File: config.mk
export PLATFORM = sky130hd
export DESIGN_NAME = lphs_out
export DESIGN_NICKNAME = d
export VERILOG_FILES = /design/src/rtl/core/lphs_pkg.sv /design/src/rtl/core/lphs_out.sv
export SDC_FILE = /design/constraint.sdc
export NUM_CORES = 1
export LEC_CHECK = 0
export BUFFER_PORTS_ARGS = -buffer_cell sky130_fd_sc_hd__buf_2
export CAP_MARGIN = 20
export CORE_ASPECT_RATIO = 0.7
export CORE_MARGIN = 4
export CORE_UTILIZATION = 25
export CTS_CLUSTER_DIAMETER = 30
export DETAILED_ROUTE_END_ITERATION = 7
export GPL_TIMING_DRIVEN = 0
export REMOVE_ABC_BUFFERS = 1
export SLEW_MARGIN = 25
export SYNTH_ARGS = -nofsm -noshare
export SYNTH_HDL_FRONTEND = slang
export SYNTH_SLANG_ARGS = --single-unit
File: constraint.sdc
create_clock -name clk -period 3.9 [get_ports clk]
set_input_delay 0.195 -clock clk [delete_from_list [all_inputs] [get_ports clk]]
set_output_delay 0.195 -clock clk [all_outputs]
set_load 0.02 [all_outputs]
File: src/rtl/core/lphs_pkg.sv
// lphs_pkg: shared types and constants for the linear probing hash set
// used by lphs_ctrl, lphs_out and linear_probe_hash_set
// no dependencies
package lphs_pkg;

  // table geometry (bucket count is a power of two, the probe index wraps)
  localparam int TABLE_SIZE = 1024;
  localparam int IDX_W      = $clog2(TABLE_SIZE);
  localparam int KEY_W      = 32;
  localparam int HOME_W     = 10;
  localparam int SLOT_W     = 10;
  localparam int CNT_W      = 11;
  localparam int ENTRY_W    = KEY_W + 1;

  localparam logic [KEY_W-1:0] EMPTY_KEY         = '1;
  localparam logic [CNT_W-1:0] FILL_LIMIT_RESET  = CNT_W'(768);
  localparam logic [IDX_W-1:0] LAST_IDX          = IDX_W'(TABLE_SIZE - 1);

  // request operation codes
  localparam logic [1:0] OP_INSERT = 2'd0;
  localparam logic [1:0] OP_DELETE = 2'd1;
  localparam logic [1:0] OP_SEARCH = 2'd2;
  localparam logic [1:0] OP_NONE   = 2'd3;

  typedef enum logic [2:0] {
    STS_INSERTED  = 3'd0,
    STS_PRESENT   = 3'd1,
    STS_DELETED   = 3'd2,
    STS_NOT_FOUND = 3'd3,
    STS_FOUND     = 3'd4,
    STS_FULL      = 3'd5
  } status_t;

  typedef enum logic [1:0] {
    S_CLEAR,
    S_IDLE,
    S_PROBE,
    S_RESP
  } state_t;

  typedef struct packed {
    logic [1:0]        req_type;
    logic [KEY_W-1:0]  key;
    logic [HOME_W-1:0] home_bucket;
  } req_t;

  typedef struct packed {
    status_t           status;
    logic [SLOT_W-1:0] slot;
    logic [CNT_W-1:0]  live_count;
    logic [CNT_W-1:0]  used_count;
  } resp_t;

endpackage

File: src/rtl/core/lphs_out.sv
// lphs_out: output register between the probe sequencer and the result channel
// depends on lphs_pkg
module lphs_out (
  input  logic            clk,
  input  logic            rst_n,
  input  logic            res_valid,
  output logic            res_ready,
  input  lphs_pkg::resp_t res_data,
  output logic            out_valid,
  input  logic            out_stall,
  output lphs_pkg::resp_t out_data
);

  logic            out_valid_r, out_valid_nxt;
  lphs_pkg::resp_t out_data_r;

  // free when empty or when the held transaction leaves this cycle
  assign res_ready = !out_valid_r || !out_stall;
  assign out_valid = out_valid_r;
  assign out_data  = out_data_r;

  always_comb begin
    out_valid_nxt = out_valid_r;
    if (res_ready) begin
      out_valid_nxt = res_valid;
    end
  end

  always_ff @(posedge clk) begin
    if (!rst_n) begin
      out_valid_r <= 1'b0;
    end else begin
      out_valid_r <= out_valid_nxt;
    end
  end

  always_ff @(posedge clk) begin
    if (res_valid && res_ready) begin
      out_data_r <= res_data;
    end
  end

endmodule

==> reports/metrics.yaml <==
initial_core_util_pct: 26.9
end_kind: "flip-flop"
synth_top_area_cell: "edfxtp_1"
postCtsSetupRepairBufs: 0
synth_cells: 40
cp.arrival_ns: 1.31
via_per_inst: 3.88
cap_violations: 0
ctsResizeCount: 0
die-area_mm2: 0.00551
hold_start: "res_data[7]"
die_w_um: 87.0
port_buffers: 75
area_growth_pct: 53.1
drtIter0Drc: 2
grt_usage_pct: 9.56
final_layout_size_suffix_gt1_share_pct: 68.5
start_kind: "flip-flop"
grt_overflow: 0
grt_first_pass_wirelength_mm: 3.82
clock_path_buffers: 2
remaining_drc_errors: 0
yosys_warnings: 0
worst_slew_pin_slew_ns: 0.410
finClkSkew_ns: 0.00321
timing.fmax_ghz: 0.755
ff2ff_setup_slack_ns: 2.57
grt_start_max_net_pins: 21
syn-cell-area_mm2: 0.00109
gp_congestion: 0.749
yosysSeqAreaShare_pct: 98.1
rr_endpoint: "out_data[32]"
r2r_start: "out_valid"
holdBufCountCts: 0
clock-sinks: 36
clock_latency_ns: 0.28
maxSlewHeadroom_pct: 72.7
core_mm2: 0.00407
cts_tree: "built"
hold-path-endpoint: "out_data[7]"
htree_num_levels: 2
synth_cell_type_count: 6
utilization_pct: 41.2
antenna_found_initial: 0
synth_top_area_share_pct: 96.2
synth_ff_type: "edfxtp_1"
reg2regPathDepth: 3
slew_violations: 0
finalWirelength_mm: 2.36
finalCritPeriodShare_pct: 34.0
wl_per_cell_um: 13.4
power.density_mw_per_mm2: 512
vias: 683
fin_setup_tns_ns: 0
synth-seq-cells: 36
ios: 76
p_leak_uw: 0.000716
hp-class: "primary input to flip-flop"
grt_pass1_vias: 835
status: "completed"
rsz0062_at_grt: "false"
setup_violations: 0
synth_edf_count: 35
ant_nets: 0
num_rows: 19
final-hold-violation-count: 0
root_buffer: "clkbuf_8"
yosys-top-cells-area: "edfxtp_1 (96%), dfxtp_1 (1.8%), and2_1 (0.57%)"
final_nets: 162
die_h_um: 63.3
firstDrtPassIters: 2
syn_area_per_cell_um2: 27.3
clkTransAtPathRegs_ns: 0.07
whs_path_depth: 1
cp_max_fo: 20
required_ns: 3.89
criticalPathCategory: "flip-flop to flip-flop"
cts_buffers: 5
synth.most_common_cell: "edfxtp_1"
final.fill_count: 395
irDropWorstVdd_mv: 0.230
fin_crit_ns: 1.33
async_reset_ff_share_pct: 0
diodes: 0
## critical path, cell delays in order, from the launching register on
cell and delay, ns:
dfxtp_1 0.33, nand2_1 0.07, and2_2 0.41, buf_16 0.22
## registers in the layout, summed over array words and instances (netlist names)
signal,count
out_data,35
out_valid,1
## placed cells by master, fill, tap and decap left out
cell type / synthesis / routed
nand2_1: 1 / 1
buf_16: 0 / 1
clkinv_2: 0 / 1
clkinvlp_4: 0 / 1
and2_2: 0 / 1
edfxtp_1: 35 / 35
a21oi_1: 1 / 1
buf_2: 0 / 75
clkbuf_8: 0 / 5
nor2b_1: 1 / 1
dfxtp_1: 1 / 1
bufinv_16: 0 / 1
## metal layers
metal | track usage [%] | vias to the layer above | routed length (µm)
met3 | 7.29 | 6 | 414
met2 | 14.8 | 52 | 1100
met1 | 9.05 | 302 | 803
met5 | 0 | - | 0
met4 | 5.25 | 0 | 40
li1 | - | 323 | -
## report_power, final
part           internal [µW]  leakage, µW  total (µW)  switching (µW)
sequential               451     0.000347         456            4.83
combinational           32.0     0.000315        83.1            51.2
clock                    189    0.0000541         318             129
## how the worst max path moves through the flow
stage               cells past startpoint            to      start  slack [ns]
floorplan                               2   out_data[0]  out_valid        2.02
finish                                  3  out_data[32]  out_valid        2.57
CTS                                     3  out_data[11]  out_valid        2.55
global placement                        3   out_data[0]  out_stall        1.98
detailed placement                      3   out_data[0]  out_valid        2.56
global route                            3  out_data[11]  out_valid        2.45
## area by class of cell
class                           count  area [µm²]  share of cell area [%]
Clock buffer                        5        68.8                    4.11
Sequential cell                    36        1070                    64.0
Tap cell                           52        65.1                    3.89
Clock inverter                      3        42.5                    2.54
Multi-Input combinational cell      4        22.5                    1.35
Timing Repair Buffer               76         403                    24.1
## stage by stage
step	worst slack [ns]	hold WS, ns	total power (µW)	cells	cell area, µm²
final	2.57	0.0853	857	176	1670
after global routing	2.45	0.0642	905	176	1670
after CTS	2.55	0.0703	875	176	1670
after detailed placement	2.56	0.373	550	168	1560
after global placement	1.98	0.372	544	167	1530
after floorplan	2.02	0.294	503	40	1090
## cells by family after synthesis
family / after synthesis / synth area share, %
AOI/OAI and AO/OA: 1 / 0.458
and+or+nand+nor: 3 / 1.49
DFF: 36 / 98.1
(Power assumes the default switching activity.)
