$ cat config.mk
export PLATFORM = sky130hd
export DESIGN_NAME = lphs_ctrl
export DESIGN_NICKNAME = d
export VERILOG_FILES = /design/src/rtl/core/lphs_pkg.sv /design/src/rtl/core/lphs_ctrl.sv
export SDC_FILE = /design/constraint.sdc
export NUM_CORES = 1
export LEC_CHECK = 0
export ABC_CLOCK_PERIOD_IN_PS = 5600
export BUFFER_PORTS_ARGS = -buffer_cell sky130_fd_sc_hd__buf_2
export CAP_MARGIN = 20
export CORE_MARGIN = 2
export CORE_UTILIZATION = 23
export DETAILED_ROUTE_END_ITERATION = 8
export PLACE_DENSITY = 0.4
export SYNTH_ARGS = -nofsm -noshare
export SYNTH_HDL_FRONTEND = slang
export SYNTH_SLANG_ARGS = --single-unit
$ cat constraint.sdc
create_clock -name clk -period 5.6 [get_ports clk]
set_clock_uncertainty 0.05 [all_clocks]
set_input_delay 0.28 -clock clk [delete_from_list [all_inputs] [get_ports clk]]
set_output_delay 0.28 -clock clk [all_outputs]
set_load 0.02 [all_outputs]
$ cat src/rtl/core/lphs_pkg.sv
// lphs_pkg: shared types and constants for the linear probing hash set
// used by lphs_ctrl, lphs_out and linear_probe_hash_set
// no dependencies
package lphs_pkg;

  // table geometry (bucket count is a power of two, the probe index wraps)
  localparam int TABLE_SIZE = 1024;
  localparam int IDX_W      = $clog2(TABLE_SIZE);
  localparam int KEY_W      = 32;
  localparam int HOME_W     = 10;
  localparam int SLOT_W     = 10;
  localparam int CNT_W      = 11;
  localparam int ENTRY_W    = KEY_W + 1;

  localparam logic [KEY_W-1:0] EMPTY_KEY         = '1;
  localparam logic [CNT_W-1:0] FILL_LIMIT_RESET  = CNT_W'(768);
  localparam logic [IDX_W-1:0] LAST_IDX          = IDX_W'(TABLE_SIZE - 1);

  // request operation codes
  localparam logic [1:0] OP_INSERT = 2'd0;
  localparam logic [1:0] OP_DELETE = 2'd1;
  localparam logic [1:0] OP_SEARCH = 2'd2;
  localparam logic [1:0] OP_NONE   = 2'd3;

  typedef enum logic [2:0] {
    STS_INSERTED  = 3'd0,
    STS_PRESENT   = 3'd1,
    STS_DELETED   = 3'd2,
    STS_NOT_FOUND = 3'd3,
    STS_FOUND     = 3'd4,
    STS_FULL      = 3'd5
  } status_t;

  typedef enum logic [1:0] {
    S_CLEAR,
    S_IDLE,
    S_PROBE,
    S_RESP
  } state_t;

  typedef struct packed {
    logic [1:0]        req_type;
    logic [KEY_W-1:0]  key;
    logic [HOME_W-1:0] home_bucket;
  } req_t;

  typedef struct packed {
    status_t           status;
    logic [SLOT_W-1:0] slot;
    logic [CNT_W-1:0]  live_count;
    logic [CNT_W-1:0]  used_count;
  } resp_t;

endpackage

$ cat src/rtl/core/lphs_ctrl.sv
// lphs_ctrl: probe sequencer, bucket store clearing pass, counts and fill limit
// depends on lphs_pkg; drives the bucket ram ports of lphs_ram
module lphs_ctrl (
  input  logic                             clk,
  input  logic                             rst_n,
  // request channel
  input  logic                             in_valid,
  output logic                             in_stall,
  input  lphs_pkg::req_t                   in_data,
  // fill limit register write
  input  logic                             cfg_valid,
  input  logic [lphs_pkg::CNT_W-1:0]       cfg_data,
  // bucket ram
  output logic                             ram_we,
  output logic [lphs_pkg::IDX_W-1:0]       ram_waddr,
  output logic [lphs_pkg::ENTRY_W-1:0]     ram_wdata,
  output logic [lphs_pkg::IDX_W-1:0]       ram_raddr,
  input  logic [lphs_pkg::ENTRY_W-1:0]     ram_rdata,
  // result toward the output stage
  output logic                             res_valid,
  input  logic                             res_ready,
  output lphs_pkg::resp_t                  res_data
);

  lphs_pkg::state_t                 state_r, state_nxt;
  logic [lphs_pkg::IDX_W-1:0]       idx_r, idx_nxt;
  logic [lphs_pkg::IDX_W-1:0]       n_r, n_nxt;
  logic [lphs_pkg::IDX_W-1:0]       clr_idx_r, clr_idx_nxt;
  logic [1:0]                       op_r, op_nxt;
  logic [lphs_pkg::KEY_W-1:0]       key_r, key_nxt;
  logic [lphs_pkg::CNT_W-1:0]       live_r, live_nxt;
  logic [lphs_pkg::CNT_W-1:0]       used_r, used_nxt;
  logic [lphs_pkg::CNT_W-1:0]       fill_limit_r;
  lphs_pkg::resp_t                  res_r, res_nxt;

  logic [lphs_pkg::IDX_W-1:0]       idx_inc;
  logic [lphs_pkg::IDX_W-1:0]       home_idx;
  logic                             rd_used;
  logic [lphs_pkg::KEY_W-1:0]       rd_key;
  logic                             hit;
  logic                             last;
  logic                             skip;

  // unpack bucket entry: used flag on top, key below
  assign rd_used  = ram_rdata[lphs_pkg::KEY_W];
  assign rd_key   = ram_rdata[lphs_pkg::KEY_W-1:0];
  assign hit      = rd_used && (rd_key == key_r);
  assign last     = (n_r == lphs_pkg::LAST_IDX);
  assign idx_inc  = (idx_r == lphs_pkg::LAST_IDX) ? '0 : idx_r + 1'b1;
  assign home_idx = lphs_pkg::IDX_W'(in_data.home_bucket);

  // requests that finish without touching the chain
  assign skip = (key_r == lphs_pkg::EMPTY_KEY) || (op_r == lphs_pkg::OP_NONE) ||
                ((op_r == lphs_pkg::OP_INSERT) && (used_r > fill_limit_r));

  assign in_stall  = (state_r != lphs_pkg::S_IDLE);
  assign res_valid = (state_r == lphs_pkg::S_RESP);
  assign res_data  = res_r;

  // read address: home bucket on accept, next bucket while probing
  assign ram_raddr = (state_r == lphs_pkg::S_IDLE) ? home_idx : idx_inc;

  // next state, ram writes and result
  always_comb begin
    state_nxt   = state_r;
    idx_nxt     = idx_r;
    n_nxt       = n_r;
    clr_idx_nxt = clr_idx_r;
    op_nxt      = op_r;
    key_nxt     = key_r;
    live_nxt    = live_r;
    used_nxt    = used_r;
    res_nxt     = res_r;
    ram_we      = 1'b0;
    ram_waddr   = idx_r;
    ram_wdata   = {1'b1, key_r};

    case (state_r)
      lphs_pkg::S_CLEAR: begin
        ram_we      = 1'b1;
        ram_waddr   = clr_idx_r;
        ram_wdata   = {1'b0, lphs_pkg::EMPTY_KEY};
        clr_idx_nxt = clr_idx_r + 1'b1;
        if (clr_idx_r == lphs_pkg::LAST_IDX) begin
          state_nxt = lphs_pkg::S_IDLE;
        end
      end

      lphs_pkg::S_IDLE: begin
        if (in_valid) begin
          op_nxt    = in_data.req_type;
          key_nxt   = in_data.key;
          idx_nxt   = home_idx;
          n_nxt     = '0;
          state_nxt = lphs_pkg::S_PROBE;
        end
      end

      lphs_pkg::S_PROBE: begin
        res_nxt.status = lphs_pkg::STS_NOT_FOUND;
        res_nxt.slot   = '0;
        state_nxt      = lphs_pkg::S_RESP;
        if (skip) begin
          if ((key_r != lphs_pkg::EMPTY_KEY) && (op_r == lphs_pkg::OP_INSERT)) begin
            res_nxt.status = lphs_pkg::STS_FULL;
          end
        end else if (!rd_used) begin
          // never-used bucket ends the chain
          if (op_r == lphs_pkg::OP_INSERT) begin
            ram_we         = 1'b1;
            ram_wdata      = {1'b1, key_r};
            live_nxt       = live_r + 1'b1;
            used_nxt       = used_r + 1'b1;
            res_nxt.status = lphs_pkg::STS_INSERTED;
            res_nxt.slot   = lphs_pkg::SLOT_W'(idx_r);
          end
        end else if (hit) begin
          res_nxt.slot = lphs_pkg::SLOT_W'(idx_r);
          case (op_r)
            lphs_pkg::OP_INSERT: res_nxt.status = lphs_pkg::STS_PRESENT;
            lphs_pkg::OP_DELETE: begin
              // tombstone: bucket stays used, key becomes the sentinel
              ram_we         = 1'b1;
              ram_wdata      = {1'b1, lphs_pkg::EMPTY_KEY};
              if (live_r != '0) begin
                live_nxt = live_r - 1'b1;
              end
              res_nxt.status = lphs_pkg::STS_DELETED;
            end
            default: res_nxt.status = lphs_pkg::STS_FOUND;
          endcase
        end else if (last) begin
          // full pass without a match or a free bucket
          if (op_r == lphs_pkg::OP_INSERT) begin
            res_nxt.status = lphs_pkg::STS_FULL;
          end
        end else begin
          idx_nxt   = idx_inc;
          n_nxt     = n_r + 1'b1;
          state_nxt = lphs_pkg::S_PROBE;
        end
        res_nxt.live_count = live_nxt;
        res_nxt.used_count = used_nxt;
      end

      lphs_pkg::S_RESP: begin
        if (res_ready) begin
          state_nxt = lphs_pkg::S_IDLE;
        end
      end

      default: state_nxt = lphs_pkg::S_IDLE;
    endcase
  end

  // control state
  always_ff @(posedge clk) begin
    if (!rst_n) begin
      state_r      <= lphs_pkg::S_CLEAR;
      clr_idx_r    <= '0;
      live_r       <= '0;
      used_r       <= '0;
      fill_limit_r <= lphs_pkg::FILL_LIMIT_RESET;
    end else begin
      state_r   <= state_nxt;
      clr_idx_r <= clr_idx_nxt;
      live_r    <= live_nxt;
      used_r    <= used_nxt;
      if (cfg_valid) begin
        fill_limit_r <= cfg_data;
      end
    end
  end

  // request and result payload
  always_ff @(posedge clk) begin
    idx_r <= idx_nxt;
    n_r   <= n_nxt;
    op_r  <= op_nxt;
    key_r <= key_nxt;
    res_r <= res_nxt;
  end

endmodule

==> metrics.txt, run 1 <==
status=complete, no violations; Final Wtd Congestion=0.781; H-tree Lvls=4; Layout area overhead=31.8%; GR Util met2=21.2%; Non-Filler Instances=1321; Clock Pin Slew Worst Setup and Hold Paths=0.06 ns; worst path required time=5.27 ns; Final setup viols=0; Post CTS Setup Buffer Count=0; die area=32600 um2; initial antenna violation count=0; Max Cap Viol=0; routed length per instance=16.8 um; drt total wl=22.2 mm; Initial Util=23.4%; Seq/Total Area, Yosys=49.9%; met3 global-route usage=4.41%; PD cells=248 nW/um2; max frequency=281 MHz; Post-Place Setup Slack=2.25 ns; Iter 0 DRT Violations=267; I/O Buffers=183; maximum vdd drop=181 uV; Fin Setup TNS=0 ns; core box area=30700 um2; Sink Count=134; drt drc=0; post-route ant nets=0; CTS root buffer=clkbuf_16; Rel. slew slack=31.5%; Worst Path Arrival=3.23 ns; largest net degree at the start of global routing=53; First-pass DRT Iterations=6; Die Y=181 um; kind of critical path=register to primary output; vias in the first global route=6136; placed cell count=1252; via count=5998; FP Rows=64; setup ws final=2.04 ns; DP HPWL=16.3 mm; CTS tree=yes; Die Wd=181 um; clock buffer depth=2; Synth Net Count=814; worst min-delay path class=primary input to register; Syn Inst Count=699; clock latency at the later pin of the worst-skew pair=0.43 ns; Ys Warns=0; Num CTS Buffers=17; Post-synth EDFFs=89; fillcell total=3274; Yosys cell types=53; Tmin final=3.56 ns; Leak=3.49 nW; Slew Limit Fails=0; Async SR Flop Fraction=0%; overall routing resource usage=13.6%; share of cells above drive strength 1=26.5%; IO Count=184; Main synth FF type=edfxtp_1; first-pass GRT wire length=34.4 mm; Critical Path End Type=primary output; fin nets=1026; crit path launch type=register; Fin. Hold Viols=0; Worst Path Max Fanout=32; global route hottest layer=met2; vias per std cell=4.54; Yosys reg bits=134; met1 GRT Util=17.9%; RSZ-0062 raised after global routing=no; syn avg cell area=10.3 um2; grt ovf=0; Syn Std Cell Area=7170 um2; fin crit share=63.5%; worst slew pin tran=1.03 ns
==> metrics by stage <==
| step | area (um2) | utilization [%] | hold WS [ns] | power (mW) |
|---|---|---|---|---|
| CTS | 9450 | 30.8 | 0.00857 | 2.38 |
| global route | 9450 | 30.8 | 0.0290 | 2.43 |
| global placement | 8500 | 27.7 | 0.407 | 1.20 |
| detailed placement | 8500 | 27.7 | 0.408 | 1.20 |
| floorplan | 7170 | - | 0.329 | 1.15 |
| finish | 9450 | 30.8 | 0.0280 | 2.34 |
==> area by class of cell <==
cell class / instances / area [um2] / share of cell area (%)
multi-input combinational: 507 / 3370 / 35.7
tap: 396 / 495 / 5.24
sequential: 134 / 3570 / 37.8
antenna: 1 / 2.50 / 0.0265
clock inverter: 13 / 145 / 1.54
clock buffer: 19 / 443 / 4.69
inverter: 26 / 97.6 / 1.03
timing repair buffer: 225 / 1320 / 14.0
==> layer usage <==
layer,vias up,part of all wire [%]
li1,3011,-
met2,178,45
met5,-,0
met1,2788,47
met3,21,6.3
met4,0,1.4
==> cell families after synthesis <==
| kind of cell | share of synthesized area [%] |
|---|---|
| and+or+nand+nor | 20.8 |
| DFF | 49.9 |
| AOI/OAI and AO/OA | 9.13 |
| xor gates and xnor gates | 9.65 |
| buffers and inverters | 3.26 |
| muxes | 3.40 |
| adders and majority gates | 3.84 |
==> path summary, 6_finish.rpt <==
check,cells past startpoint,start,slack (ns),endpoint
max,9,key_r[2],2.04,ram_wdata[6]
min,3,cfg_data[7],0.03,fill_limit_r[7]
max reg2reg,8,used_r[8],2.31,idx_r[1]
min reg2reg,2,fill_limit_r[7],0.45,fill_limit_r[7]
==> cells in the mapped netlist, drive strengths merged (26+ instances only) <==
| library cell | instances | area share (%) |
|---|---|---|
| a21oi | 29 | 2.0 |
| dfxtp | 45 | 13 |
| edfxtp | 89 | 37 |
| inv | 26 | 1.4 |
| nand2 | 43 | 2.3 |
| nand3 | 29 | 2.0 |
| nand4 | 34 | 3.1 |
| nor2 | 57 | 3.0 |
| or3 | 40 | 3.6 |
| xnor2 | 54 | 6.6 |
==> layout by cell type (no fill, tap or decap), types with 3 or more instances in the layout <==
master,netlist,layout
nor3_1,23,22
a31oi_1,5,5
o31ai_1,19,19
o22ai_1,3,3
and3_1,8,8
o21a_1,3,3
ha_1,22,20
clkbuf_16,0,17
nand2_1,43,43
o21ai_0,23,23
and2_1,15,14
mux2i_1,12,12
edfxtp_1,89,89
or4_1,7,7
inv_1,26,25
nor2_1,57,57
xor2_1,25,25
or3_1,39,39
nand3_1,29,29
a21oi_1,29,29
o211ai_1,6,6
mux2_2,11,11
inv_6,0,5
dlygate4sd3_1,0,36
buf_2,4,183
nand2b_1,3,3
xnor2_1,54,54
nor4_1,10,10
clkinvlp_4,0,3
nand4_1,33,33
buf_4,1,6
dfxtp_1,45,45
==> critical path, stage by stage (launching register included) <==
cell and delay (ns):
edfxtp_1 0.46, nand4_1 0.13, nor4_1 0.58, a22oi_1 0.36, o211ai_1 0.17, buf_4 0.26, nor3_2 0.05, buf_4 0.24
or3_1 0.35, buf_2 0.17
==> repair_timing <==
action / 4_1_cts / 5_1_grt
hold buffers: 36 / 0
gates resized for setup: 0 / 0
hold endpoints to repair: 36 / 0
==> registers in the layout, indices dropped and copies added, names as in the netlist <==
name,cells
clr_idx_r,10
fill_limit_r,11
idx_r,10
key_r,32
live_r,11
n_r,10
op_r,2
res_data,35
state_r,2
used_r,11
==> report_power, final <==
group	switching, mW	internal [mW]
Clock	0.469	0.673
Combinational	0.0679	0.0708
Sequential	0.00526	1.06
Total	0.543	1.80
Note: power is estimated with default switching activity, not from simulation.
==> run 2, diff against run 1 <==
--- a/config.mk
+++ b/config.mk
@@ -5,13 +5,13 @@
 export SDC_FILE = /design/constraint.sdc
 export NUM_CORES = 1
 export LEC_CHECK = 0
-export ABC_CLOCK_PERIOD_IN_PS = 5600
+export ABC_CLOCK_PERIOD_IN_PS = 2900
 export BUFFER_PORTS_ARGS = -buffer_cell sky130_fd_sc_hd__buf_2
 export CAP_MARGIN = 20
 export CORE_MARGIN = 2
 export CORE_UTILIZATION = 23
 export DETAILED_ROUTE_END_ITERATION = 8
-export PLACE_DENSITY = 0.4
+export PLACE_DENSITY = 0.42
 export SYNTH_ARGS = -nofsm -noshare
 export SYNTH_HDL_FRONTEND = slang
 export SYNTH_SLANG_ARGS = --single-unit
==> constraint.sdc (replaced) <==
create_clock -name clk -period 2.9 [get_ports clk]
set_clock_uncertainty 0.05 [all_clocks]
set_input_delay 0.145 -clock clk [delete_from_list [all_inputs] [get_ports clk]]
set_output_delay 0.145 -clock clk [all_outputs]
set_load 0.02 [all_outputs]
==> run 2 against run 1 <==
  * First-iteration DRC count grew 40%
  * The run now ends with negative setup slack left
  * Sequential cell count is the same
  * Sequential power grew 93%
  * Largest cell class is now multi-input gates
  * Highest routed layer is now met5
==> metrics.txt, run 2 (synthesis gave the netlist of run 1 again) <==
status=finished, violations left (was complete, no violations); failing checks=negative setup slack; placed cell count=1285 (was 1252); Layout area overhead=45.3% (was 31.8%); Initial Util=23.4% (unchanged); DP HPWL=16.7 mm (was 16.3 mm); FP Rows=64 (unchanged); initial antenna violation count=2 (was 0); grt ovf=0 (unchanged); Rel. slew slack=44.8% (was 31.5%); Post-Place Setup Slack=0.167 ns (was 2.25 ns); die area=32600 um2 (unchanged); area of the multi-input gates=3600 um2 (was 3370 um2); Iter 0 DRT Violations=375 (was 267); clock latency at the later pin of the worst-skew pair=0.43 ns (about the same); overall routing resource usage=14.2% (was 13.6%); Bufs and invs on worst path=4 (was 3); Worst path slowest cell=or3_1 (was nor4_1); clock buffer depth=2 (unchanged); Reg area=3580 um2 (was 3570 um2); commonest cells after routing, fill and taps aside=buf_2 (162), edfxtp_1 (89), nor2_1 (57) (was buf_2 (183), edfxtp_1 (89), nor2_1 (57)); Leak=3.96 nW (was 3.49 nW); most common cell after layout, fill and taps aside=buf_2 (unchanged); drt drc=0 (unchanged); CTS root buffer=clkbuf_16 (unchanged); DP Area=8760 um2 (was 8500 um2); fin crit share=100%; Die Y=181 um (unchanged); Num CTS Buffers=17 (unchanged); routed length per instance=16.7 um (was 16.8 um); Top delay family on crit path=compound AO/OA/AOI/OAI gates (was simple AND/OR/NAND/NOR gates); worst min-delay path class=primary input to register (unchanged); critical path, cell by cell=inv_2 > ha_4 > nand2_2 > o211ai_1 > o311ai_4 > o211ai_1 > buf_6 > nor3_4 > buf_12 > or3_1 > buf_2 (was nand4_1 > nor4_1 > a22oi_1 > o211ai_1 > buf_4 > nor3_2 > buf_4 > or3_1 > buf_2); Fin. Hold Viols=0 (unchanged); First-pass DRT Iterations=5 (was 6); power consumption=4.75 mW (was 2.34 mW); max frequency=344 MHz; Sink Count=134 (unchanged); setup ws final=-0.00578 ns (was 2.04 ns); via count=6274 (was 5998); first-pass GRT wire length=36.2 mm (was 34.4 mm); share of cells above drive strength 1=34.0% (was 26.5%); fillcell total=3161 (was 3274); kind of critical path=register to primary output (unchanged); worst slew pin tran=0.826 ns (was 1.03 ns); crit-path most repeated cell=o211ai_1 (was buf_4); Fin Setup TNS=-0.00806 ns (was 0 ns); max FFs per register=35 (unchanged); worst path required time=2.71 ns (was 5.27 ns); Finished Cell Area=10400 um2 (was 9450 um2); Max Cap Viol=0 (unchanged); Worst Path Max Fanout=16 (was 32); Tmin final=2.91 ns; largest net degree at the start of global routing=36 (was 53); IO Count=184 (unchanged); Final Wtd Congestion=0.811 (was 0.781); crit path launch type=register (unchanged); post-route ant nets=0 (unchanged); Final setup viols=2 (was 0); fin nets=1090 (was 1026); Die Wd=181 um (unchanged); core box area=30700 um2 (unchanged); Worst Path Arrival=2.71 ns (was 3.23 ns); drt total wl=23.1 mm (was 22.2 mm); H-tree Lvls=4 (unchanged); PD cells=456 nW/um2 (was 248 nW/um2); Non-Filler Instances=1386 (was 1321); I/O Buffers=183 (unchanged); vias per std cell=4.53 (was 4.54); Critical Path End Type=primary output (unchanged); CP peak stage delay=0.35 ns (was 0.58 ns); maximum vdd drop=346 uV (was 181 uV); Clock Pin Slew Worst Setup and Hold Paths=0.06 ns (about the same); Slew Limit Fails=0 (unchanged); vias in the first global route=6343 (was 6136); RSZ-0062 raised after global routing=yes (was no); CTS tree=yes (unchanged)
==> run 2: cell types whose count changed in the layout (fill, tap and decap cells not counted), moves of 5 or more <==
cell           delta
buf_4            +46
buf_2            -21
buf_6            +21
dlygate4sd3_1    +17
or3_1            -13
or3_4            +13
dfxtp_1           -8
dfxtp_2           +8
clkinv_4          +5
ha_1              -5
ha_4              +5
==> run 2: cell type report <==
type,count,area share [%]
inverters,26,0.937
multi-input cells,507,34.6
clock buffers,17,4.09
repair buffers,289,19.1
diodes,2,0.0481
clock inverters,15,2.10
flip-flops and latches,134,34.4
well taps,396,4.76
==> run 2: stage by stage <==
step                hold WS [ns]  utilization, %
floorplan                  0.194               -
finish                    0.0377            34.0
CTS                      0.00721            33.4
detailed placement         0.273            28.6
global route              0.0330            33.9
global placement           0.272            28.6
==> run 2: report_power, final <==
part	switching [mW]	total, mW	internal, mW	leakage [nW]
combinational	0.144	0.315	0.170	2.50
sequential	0.0103	2.05	2.04	1.15
clock	0.918	2.38	1.46	0.315
==> run 2: per-layer routing <==
metal / global-route usage [%] / vias up / wire [um]
met5: 0 / - / 10
li1: - / 3137 / -
met2: 22.7 / 186 / 10600
met1: 18.4 / 2924 / 10700
met3: 4.39 / 25 / 1390
met4: 4.03 / 2 / 343
==> run 2: worst paths after layout <==
check,start,endpoint,slack (ns),depth (start not counted)
worst max-delay path,fill_limit_r[10],ram_wdata[21],-0.006,11
worst min-delay path,rst_n,live_r[10],0.04,3
worst max register to register,fill_limit_r[5],idx_r[1],0.20,11
worst min register to register,fill_limit_r[4],fill_limit_r[4],0.43,2
==> run 2: what timing repair did <==
action / in CTS / in global routing
setup buffers: 8 / 6
gates resized for setup: 58 / 32
cloned: 1 / 0
pin swaps: 9 / 7
hold buffers: 53 / 0
endpoints found under the hold margin: 51 / 0
setup endpoints to repair: 33 / 45
==> run 2: worst reg2reg max path: cells and delay by family, from the launching register on <==
family / cells / cell delay, ns
buffers and inverters: 5 / 0.75
AOI/OAI and AO/OA: 3 / 0.68
DFF: 1 / 0.33
and+or+nand+nor: 2 / 0.32
adders and majority gates: 1 / 0.28
==> run 3, diff against run 2 <==
--- a/config.mk
+++ b/config.mk
@@ -5,13 +5,14 @@
 export SDC_FILE = /design/constraint.sdc
 export NUM_CORES = 1
 export LEC_CHECK = 0
+export ABC_AREA = 1
 export ABC_CLOCK_PERIOD_IN_PS = 2900
 export BUFFER_PORTS_ARGS = -buffer_cell sky130_fd_sc_hd__buf_2
 export CAP_MARGIN = 20
 export CORE_MARGIN = 2
 export CORE_UTILIZATION = 23
 export DETAILED_ROUTE_END_ITERATION = 8
-export PLACE_DENSITY = 0.42
+export PLACE_DENSITY = 0.41
 export SYNTH_ARGS = -nofsm -noshare
 export SYNTH_HDL_FRONTEND = slang
 export SYNTH_SLANG_ARGS = --single-unit
==> run 3 against run 2 <==
  * The flow now finishes without violations
  * Highest routed layer unchanged
  * Sequential share of layout area decreased by 2.7 points
  * Area after synthesis increased by 17%
  * Global-route usage increased by 0.70 points
  * First-iteration DRC count increased by 43%
  * Design area increased by 8.2%
  * Final cell count increased by 36%
  * Die area increased by 16%
  * Clock power decreased by 4%
  * Utilization decreased by 2.3 points
==> metrics.txt, run 3 <==
Num CTS Buffers=17 (unchanged); Worst path slowest cell=edfxtp_1 (was or3_1); worst slew pin tran=0.955 ns (was 0.826 ns); R2R depth=12 (was 11); top cells by area, synth=edfxtp_1 (32%), nand2_1 (14%), dfxtp_1 (11%), inv_1 (7.9%), o21ai_0 (5.6%) (was edfxtp_1 (37%), dfxtp_1 (13%), xnor2_1 (6.6%), ha_1 (3.8%), or3_1 (3.4%)); via count=8251 (was 6274); Syn Std Cell Area=8360 um2 (was 7170 um2); Final setup viols=0 (was 2); Main synth FF type=edfxtp_1 (unchanged); CTS tree=yes (unchanged); Bufs and invs on worst path=3 (was 4); Cell Int Power=5.37 mW (was 3.67 mW); drt total wl=28.0 mm (was 23.1 mm); largest net degree at the start of global routing=65 (was 36); switching share of power=44.0% (was 22.6%); Initial Util=23.4% (about the same); WP depth=11 (unchanged); IO Count=184 (unchanged); Worst Path Arrival=2.56 ns (was 2.71 ns); core box area=35700 um2 (was 30700 um2); Hold Crit Depth=3 (unchanged); top-area cell type share of the netlist area=32.0% (was 37.3%); Yosys cell types=42 (was 53); most common cell after layout, fill and taps aside=nand2_1 (was buf_2); Max Cap Viol=0 (unchanged); overall routing resource usage=14.9% (was 14.2%); Critical Path End Type=primary output (unchanged); power consumption=9.58 mW (was 4.75 mW); fin crit share=95.0% (was 100%); vias per std cell=4.37 (was 4.53); Slew Limit Fails=0 (unchanged); Async SR Flop Fraction=0% (unchanged); routed length per instance=14.8 um (was 16.7 um); syn avg cell area=7.18 um2 (was 10.3 um2); max frequency=363 MHz (was 344 MHz); setup ws final=0.145 ns (was -0.00578 ns); First-pass DRT Iterations=5 (unchanged); commonest cells after routing, fill and taps aside=nand2_1 (297), buf_2 (180), inv_1 (176) (was buf_2 (162), edfxtp_1 (89), nor2_1 (57)); most frequent cell after synthesis=nand2_1 (was edfxtp_1); Sink Count=134 (unchanged); share of cells above drive strength 1=22.3% (was 34.0%); Top delay family on crit path=simple AND/OR/NAND/NOR gates (was compound AO/OA/AOI/OAI gates); Layout area overhead=34.9% (was 45.3%); fillcell total=3896 (was 3161); Worst Path Max Fanout=8 (was 16); Die Y=195 um (was 181 um); clock buffer depth=2 (unchanged); Final Wtd Congestion=0.794 (was 0.811); FP Rows=69 (was 64); clock power share=23.9% (was 50.2%); Rel. slew slack=36.2% (was 44.8%); grt ovf=0 (unchanged); clock latency at the later pin of the worst-skew pair=0.44 ns (was 0.43 ns); vias in the first global route=8162 (was 6343); die area=37900 um2 (was 32600 um2); share of power burned in registers=31.2% (was 43.2%); Yosys reg bits=134 (unchanged); max FFs per register=35 (unchanged); crit path launch type=register (unchanged); worst path required time=2.71 ns (about the same); Syn Inst Count=1163 (was 699); worst min-delay path class=primary input to register (unchanged); crit-path most repeated cell=nand3_1 (was o211ai_1); maximum vdd drop=426 uV (was 346 uV); status=complete, no violations (was finished, violations left); Seq/Total Area, Yosys=42.8% (was 49.9%); area leader, netlist=edfxtp_1 (unchanged); sw power=4.21 mW (was 1.07 mW); CP peak stage delay=0.43 ns (was 0.35 ns); # diodes=0 (was 2); post-route ant nets=0 (unchanged); Ys Warns=0 (unchanged); Non-Filler Instances=1890 (was 1386); Clock Pin Slew Worst Setup and Hold Paths=0.06 ns (about the same); H-tree Lvls=4 (unchanged); initial antenna violation count=1 (was 2); Iter 0 DRT Violations=537 (was 375); Tmin final=2.76 ns (was 2.91 ns); first-pass GRT wire length=44.0 mm (was 36.2 mm); placed cell count=1790 (was 1285); I/O Buffers=183 (unchanged); Fin. Hold Viols=0 (unchanged); fin nets=1531 (was 1090); PD cells=851 nW/um2 (was 456 nW/um2); top post-synthesis cells by count=nand2_1 (314), inv_1 (176), nor2_1 (106) (was edfxtp_1 (89), nor2_1 (57), xnor2_1 (54)); DP HPWL=20.9 mm (was 16.7 mm); Post-synth EDFFs=89 (unchanged); Fin Setup TNS=0 ns (was -0.00806 ns); Min Hold Slack=0.0450 ns (was 0.0377 ns); Synth Net Count=1278 (was 814); critical path, cell by cell=inv_2 > nand2_1 > nand2_2 > nand3_1 > nor4_2 > nand3_1 > nor2_4 > nand3_4 > clkbuf_16 > nand3_1 > buf_2 (was inv_2 > ha_4 > nand2_2 > o211ai_1 > o311ai_4 > o211ai_1 > buf_6 > nor3_4 > buf_12 > or3_1 > buf_2); combinational share of power=44.9% (was 6.6%); drt drc=0 (unchanged); Post-Place Setup Slack=0.357 ns (was 0.167 ns); Leak=5.20 nW (was 3.96 nW); CTS root buffer=clkbuf_16 (unchanged); kind of critical path=register to primary output (unchanged); Die Wd=195 um (was 181 um)
-- run 3: worst paths after layout --
path	start	to	slack, ns
min	in_data[8]	idx_r[8]	0.05
min reg2reg	fill_limit_r[6]	fill_limit_r[6]	0.41
max reg2reg	used_r[2]	idx_r[0]	0.44
max	key_r[24]	ram_wdata[8]	0.14
-- run 3: repair_timing --
| item | CTS | global route |
|---|---|---|
| resized for setup | 2 | 43 |
| endpoints found under the hold margin | 54 | 0 |
| endpoints found under the setup margin | 4 | 33 |
| pin swaps | 0 | 8 |
| setup buffers | 0 | 6 |
| gates cloned | 0 | 3 |
| hold buffers | 59 | 0 |
-- run 3: logic make-up after synthesis --
family	after synthesis	synth area share, %
XOR/XNOR	14	1.47
flip-flops	134	42.8
adder cells (fa/ha/maj)	22	3.29
AO/OA/AOI/OAI	163	10.3
buffers and inverters	230	11.2
AND/OR/NAND/NOR	600	31.0
-- run 3: tightest hold or removal path: stages --
cell     delay (ns)
buf_2          0.09
inv_1          0.05
o21ai_0        0.13
-- run 3: power by group through the flow --
stage | combinational (mW) | clock, mW | sequential (mW)
global placement | 4.21 | 0 | 3.02
detailed placement | 4.19 | 0 | 3.03
finish | 4.31 | 2.29 | 2.99
floorplan | 2.66 | 0 | 3.09
global route | 4.85 | 2.45 | 3.05
CTS | 4.28 | 2.36 | 2.99
-- run 3: area by class of cell --
class	instances	area (um2)	area share [%]
clock inverters	14	163	1.44
repair buffers	270	1810	16.0
inverters	194	728	6.46
well taps	461	577	5.12
clock buffers	18	450	4.00
flip-flops and latches	134	3580	31.8
multi-input cells	799	3970	35.2
-- run 3: metal layers --
layer | global-route usage, % | vias to the layer above | part of all wire (%)
met4 | 3.50 | 2 | 1.0
met5 | 0 | - | 0.039
met1 | 19.4 | 3775 | 47
met2 | 24.9 | 171 | 48
li1 | - | 4279 | -
met3 | 3.42 | 24 | 4.2
-- run 3: per-stage QoR --
stage               instance area (um2)  utilization (%)
floorplan                          8360                -
global placement                   9810             27.5
detailed placement                 9810             27.5
CTS                               11000             30.9
global route                      11300             31.6
finish                            11300             31.6
